<file path="src/design/dlmm_pkg.sv">
package dlmm_pkg;

  localparam int VALUE_W = 16;
  localparam int PROD_W  = 32;
  localparam int ACC_W   = 40;
  localparam int SUM_W   = 32;

  localparam int CFG_IDX_W  = 1;
  localparam int CFG_DATA_W = 7;
  localparam int LEN_W      = 7;
  localparam int CNT_W      = 5;

  localparam int DRAIN_CYCLES = 3;
  localparam int DRAIN_W      = 2;

  localparam logic [LEN_W-1:0] LEN_RESET = 7'd64;
  localparam logic [CNT_W-1:0] CNT_RESET = 5'd16;

  localparam logic OP_WEIGHT = 1'b0;
  localparam logic OP_DATA   = 1'b1;

  localparam logic [CFG_IDX_W-1:0] CFG_INPUT_LENGTH = 1'b0;
  localparam logic [CFG_IDX_W-1:0] CFG_OUTPUT_COUNT = 1'b1;

  localparam logic signed [ACC_W-1:0] SUM_MAX_ACC = 40'sh00_7fff_ffff;
  localparam logic signed [ACC_W-1:0] SUM_MIN_ACC = 40'shff_8000_0000;
  localparam logic signed [SUM_W-1:0] SUM_MAX     = 32'sh7fff_ffff;
  localparam logic signed [SUM_W-1:0] SUM_MIN     = 32'sh8000_0000;

  typedef struct packed {
    logic                      operation;
    logic [5:0]                weight_row;
    logic [3:0]                weight_col;
    logic signed [VALUE_W-1:0] value;
  } in_req_t;

  typedef struct packed {
    logic [3:0]              column;
    logic signed [SUM_W-1:0] sum;
    logic                    saturated;
    logic                    last;
  } out_rsp_t;

  typedef struct packed {
    logic shift;
    logic clear;
  } cell_ctrl_t;

endpackage

</file>
<file path="src/design/dlmm_cell.sv">
module dlmm_cell #(
  parameter int COL_W    = 4,
  parameter int CELL_IDX = 0
) (
  input  logic                               clk,
  input  logic                               rst_n,
  input  dlmm_pkg::cell_ctrl_t               ctrl,
  input  logic                               pkt_valid_i,
  input  logic [COL_W-1:0]                   pkt_tag_i,
  input  logic signed [dlmm_pkg::VALUE_W-1:0] pkt_value_i,
  input  logic signed [dlmm_pkg::VALUE_W-1:0] pkt_weight_i,
  output logic                               pkt_valid_o,
  output logic [COL_W-1:0]                   pkt_tag_o,
  output logic signed [dlmm_pkg::VALUE_W-1:0] pkt_value_o,
  output logic signed [dlmm_pkg::VALUE_W-1:0] pkt_weight_o,
  input  logic signed [dlmm_pkg::ACC_W-1:0]   acc_i,
  output logic signed [dlmm_pkg::ACC_W-1:0]   acc_o
);

  import dlmm_pkg::*;

  logic                      pkt_valid_r;
  logic [COL_W-1:0]          pkt_tag_r;
  logic signed [VALUE_W-1:0] value_r;
  logic signed [VALUE_W-1:0] weight_r;
  logic signed [PROD_W-1:0]  prod_r;
  logic signed [PROD_W-1:0]  prod_nxt;
  logic                      prod_vld_r;
  logic                      hit;
  logic signed [ACC_W-1:0]   acc_r;
  logic signed [ACC_W-1:0]   acc_nxt;

  assign hit      = pkt_valid_r && (pkt_tag_r == COL_W'(CELL_IDX));
  assign prod_nxt = value_r * weight_r;

  always_comb begin
    acc_nxt = acc_r;
    if (ctrl.clear) begin
      acc_nxt = '0;
    end else if (ctrl.shift) begin
      acc_nxt = acc_i;
    end else if (prod_vld_r) begin
      acc_nxt = acc_r + {{(ACC_W-PROD_W){prod_r[PROD_W-1]}}, prod_r};
    end
  end

  always_ff @(posedge clk) begin
    if (!rst_n) begin
      pkt_valid_r <= 1'b0;
      prod_vld_r  <= 1'b0;
      acc_r       <= '0;
    end else begin
      pkt_valid_r <= pkt_valid_i;
      prod_vld_r  <= hit;
      acc_r       <= acc_nxt;
    end
  end

  always_ff @(posedge clk) begin
    pkt_tag_r <= pkt_tag_i;
    value_r   <= pkt_value_i;
    weight_r  <= pkt_weight_i;
    if (hit) begin
      prod_r <= prod_nxt;
    end
  end

  assign pkt_valid_o  = pkt_valid_r;
  assign pkt_tag_o    = pkt_tag_r;
  assign pkt_value_o  = value_r;
  assign pkt_weight_o = weight_r;
  assign acc_o        = acc_r;

endmodule

</file>
<file path="config.mk">
export PLATFORM = sky130hd
export DESIGN_NAME = dlmm_cell
export DESIGN_NICKNAME = d
export VERILOG_FILES = /design/src/design/dlmm_pkg.sv /design/src/design/dlmm_cell.sv
export SDC_FILE = /design/constraint.sdc
export NUM_CORES = 1
export LEC_CHECK = 0
export ABC_AREA = 1
export BUFFER_PORTS_ARGS = -buffer_cell sky130_fd_sc_hd__buf_4
export CAP_MARGIN = 20
export CORE_ASPECT_RATIO = 1.4
export CORE_UTILIZATION = 55
export DETAILED_ROUTE_END_ITERATION = 8
export PLACE_DENSITY = 0.72
export SETUP_SLACK_MARGIN = 0.4
export SLEW_MARGIN = 20
export SYNTH_ARGS = -nofsm -noshare
export SYNTH_HDL_FRONTEND = slang
export SYNTH_SLANG_ARGS = --single-unit
</file>
<file path="constraint.sdc">
create_clock -name clk -period 6.43 [get_ports clk]
set_input_delay 0.9645 -clock clk [delete_from_list [all_inputs] [get_ports clk]]
set_output_delay 0.9645 -clock clk [all_outputs]
set_load 0.05 [all_outputs]
</file>
After elaboration in Yosys (flattened, before gate mapping)
Index checks and enable logic that the tools add are counted.
Storage, ports and cells
  register bits: 110
  input port bits: 81
  logic and storage cells: 16
Cells by class
  bitwise logic cells: 1
  reductions and logical operators: 4
  add/sub/neg operators: 1
  multipliers: 1
  mux-type cells: 2
Operators by type and width (count)
  40-bit 2-to-1 mux: 2
  40-bit adder: 1
  16-bit by 16-bit multiplier with 32-bit output: 1
  4-bit logical NOT: 1
  2-bit nonzero test: 1
  2-bit OR reduction: 1
  1-bit logical AND: 1
  1-bit inverter: 1

Longest topological paths before layout
  depth after elaboration: 3
  gate-level depth with buffers: 25

Worst setup path before layout
No wires, ideal clock.
  kind: register to register
  from: reg weight_r[5], in the netlist pkt_weight_o[5]
  to: reg prod_r[29], data pin
  library setup time: 0.260 ns
  data required time: 6.170 ns
  arrival time: 5.697 ns
  buffers on the path: 2
  cell stages (with the launch flop): 20
  clock period less this slack: 5.957 ns
  slack: 0.473 ns
  cells stage by stage: dfxtp_1 clkbuf_1 clkbuf_1 nand2_1 fa_1 inv_1 fa_1 inv_1 fa_1 fa_1 fa_1 fa_1 inv_1 ha_1 nand2_1 nor2_1 nand4_1 or2_2 nand3_1 xor2_1
On the way
  longest elaborated chain between the ends: 1
RTL lines
  start, declared: line dlmm_cell.sv:25  | logic signed [VALUE_W-1:0] weight_r;
  start signal, assigned: line dlmm_cell.sv:62  | weight_r <= pkt_weight_i;
  16-bit by 16-bit multiplier with 32-bit output: line dlmm_cell.sv:34  | assign prod_nxt = value_r * weight_r;
  via prod_nxt[29]: line dlmm_cell.sv:27  | logic signed [PROD_W-1:0] prod_nxt;
  end signal, assigned: line dlmm_cell.sv:64  | prod_r <= prod_nxt;
  end, declared: line dlmm_cell.sv:26  | logic signed [PROD_W-1:0] prod_r;
The timed path passes the listed nets, and every way through them passes these cells.
A chain may end at the register's enable or synchronous reset.

Worst setup path after layout
  from: reg value_r[13], in the netlist pkt_value_o[13]
  to: reg prod_r[28], data pin
On the way
  longest elaborated chain between the ends: 1
RTL lines
  start, declared: line dlmm_cell.sv:24  | logic signed [VALUE_W-1:0] value_r;
  start signal, assigned: line dlmm_cell.sv:61  | value_r <= pkt_value_i;
  16-bit by 16-bit multiplier with 32-bit output: line dlmm_cell.sv:34
  via prod_nxt[28]: line dlmm_cell.sv:27
The timed path passes the listed nets, and every way through them passes these cells.

==> results.md <==
* Non-filler cells, final at 2781
* Prevailing post-synth register cell: dfxtp_1
* Setup bufs post-CTS at 0
* Critical path arrival at 5960 ps
* Synth Register Bits at 110
* Row count at 75
* Required @ worst endpoint at 6590 ps
* Cells after synthesis at 2258
* Internal reg-to-reg setup slack at 620 ps
* Clock sinks at 110
* Critical-path top delay cell: dfxtp_1
* Post-synthesis sequential area ratio at 0.150
* Critical path, cell by cell: buf_4 > nand2_1 > fa_1 > inv_1 > fa_1 > fa_1 > fa_1 > fa_1 > inv_1 > fa_1 > inv_1 > ha_1 > a21oi_1 > o21ai_0 > a211oi_1 > nand3_1 > nand2_1 > nand2_1
* DR vias/cell at 5.16
* CP bufs+invs at 4
* DIE AREA at 0.0314 mm^2
* R2R depth at 18
* Root Driver: clkbuf_16
* Unrepaired setup endpoints after global routing: no
* Count of cell types in the netlist at 43
* Rel. slew slack at 0.494
* Part of the cycle the worst path needs at 0.903
* Syn avg cell area at 7.47 um^2
* Min-delay worst type: reg -> reg
* Die height at 209 um
* ANT nets after route at 0
* Async S/R FF share, synth at 0
* Congestion Overflow GR at 0
* Routed Wire Length at 48800 um
* Max-cap viol count at 0
* CP top delay family: adder cells
* Run status: complete, no violations
* Initial Utilization at 0.562
* Global-route wire length before repair at 78300 um
* Area Overhead vs Synth at 12.0%
* Fin util at 0.629
* Antenna violations before repair at 0
* Residual DRC at 0
* Clk slew on worst S/H paths at 90 ps
* Most common cell in the netlist: nand2_1
* Syn nets at 2723
* Synth warnings at 0
* Mapped cell area at 0.0169 mm^2
* Worst Setup Path Type: reg -> reg
* Core area at 0.0300 mm^2
* Worst skew pair latency at 400 ps
* Drt first pass iters at 5
* DR WL/cell at 17.6 um
* Setup ws final at 623 ps
* Inst Count DP at 2765
* Vias in the first global route at 15200
* Clock skew at 12.6 ps
* Slowest Stage Delay on Critical Path at 660 ps
* Startpoint types: register
* Via Count at 14400
* Critical path depth at 18
* Post-synth top cells: 639 x nand2_1, 580 x inv_1, 263 x fa_1, 121 x ha_1, 101 x nor2_1
* Max Slew Vio Count at 0
* CTS max path bufs at 2
* Num ports at 158
* Synth top area cells: fa_1 31%, nand2_1 14%, inv_1 13%
* Cells on Worst Hold Path at 2
* CTS HTree Levels at 3
* Final hold viol count at 0
* Setup_tns at 0 ps
* Crit. End Element: register
* Nets at 2856
* HPWL Detailed at 41200 um
* I/O Buffers at 157
* Total GRT Usage at 0.332
* Inserted Clock Buffers at 9
* Die X at 150 um
* Largest net degree at the start of global routing at 44
* Maximum clock frequency at 172 MHz
* CTS tree: built
* Post-synth EDFFs at 32
* # setup viols final at 0
* Worst-Margin Slew at 759 ps
* Share of post-route cells with drive strength above 1 at 0.122
* Area leader, netlist: fa_1
* Initial drt markers at 780
* Critical-path maximum fanout at 11
* Dpl ws at 257 ps
* # diodes at 0
* Most used cell, CP: fa_1
* Tmin final at 5810 ps
* Area share of the largest cell type after synthesis at 0.312
* Final Wtd Congestion at 1.00
==> stage by stage <==
| step | hold slack (ps) | area, um^2 |
|---|---|---|
| after global routing | 552 | 18900 |
| after detailed placement | 507 | 18500 |
| after floorplan | 584 | 16900 |
| after global placement | 496 | 18500 |
| final | 523 | 18900 |
| after CTS | 520 | 18900 |
==> worst reg2reg max path, delay by kind of cell (launching register included) <==
kind,cells,cell delay [ps]
adders and majority gates,7,3320
DFF,1,660
buffers and inverters,4,430
and+or+nand+nor,4,310
AOI/OAI and AO/OA,3,870
==> flip-flops by register name, summed over array words and instances (netlist names) <==
signal / count
acc_o: 40
prod_r: 32
pkt_value_o: 16
pkt_weight_o: 16
pkt_tag_o: 4
pkt_valid_o: 1
prod_vld_r: 1
==> layer usage <==
metal  share of wire  global-route usage  vias to the layer above  wire, um
li1                -                   -                     6922         -
met1            0.37               0.364                     6873     18000
met2            0.53               0.613                      430     25800
met3           0.044              0.0391                      134      2160
met4           0.058               0.184                        0      2840
met5               0                   0                        -         0
==> cell usage in the layout (no fill, tap or decap), types with 3 or more instances in the layout <==
master     count
nand2_1      639
inv_1        580
fa_1         262
buf_4        197
ha_1         121
nor2_1        99
a21oi_1       88
nand3_1       63
dfxtp_1       60
a22oi_1       32
edfxtp_1      32
xor2_1        25
o21ai_0       21
xnor2_1       19
nand4_1       18
nor2_2        18
dfxtp_2       17
nand2_2       12
nand3b_1      10
or2_2          9
clkbuf_16      9
a31oi_1        7
o21bai_1       6
nor3_2         5
a21o_1         4
o21ai_1        4
a21oi_2        4
a211oi_1       3
nand3_2        3
inv_2          3
inv_12         3
==> final timing paths <==
check                        from    endpoint
setup reg to reg  pkt_value_o[13]  prod_r[28]
hold reg to reg          acc_o[8]    acc_o[8]
setup / recovery  pkt_value_o[13]  prod_r[28]
hold / removal           acc_o[8]    acc_o[8]
==> timing repair <==
item | 4_1_cts | 5_1_grt
setup endpoints to repair | 5 | 14
hold buffers | 0 | 0
gates resized for setup | 2 | 20
==> kinds of logic (layout without fill, tap and decap cells) <==
kind of cell             after synthesis  in the layout  synth area share
buffers and inverters                660            798             0.147
flip-flops                           110            110             0.150
AO/OA/AOI/OAI                        178            178            0.0636
adder cells (fa/ha/maj)              384            384             0.402
XOR/XNOR                              44             44            0.0228
AND/OR/NAND/NOR                      882            882             0.215
==> area by class of cell <==
type	instances	area, um^2
Timing Repair Buffer	197	1480
Fill cell	2783	11100
Inverter	585	2200
Tap cell	385	482
Sequential cell	110	2550
Clock buffer	9	225
Multi-Input combinational cell	1488	11900
Clock inverter	7	96.3
Power is not shown: default switching activity piles up to over one toggle a cycle in this logic, so the estimate is an artifact.
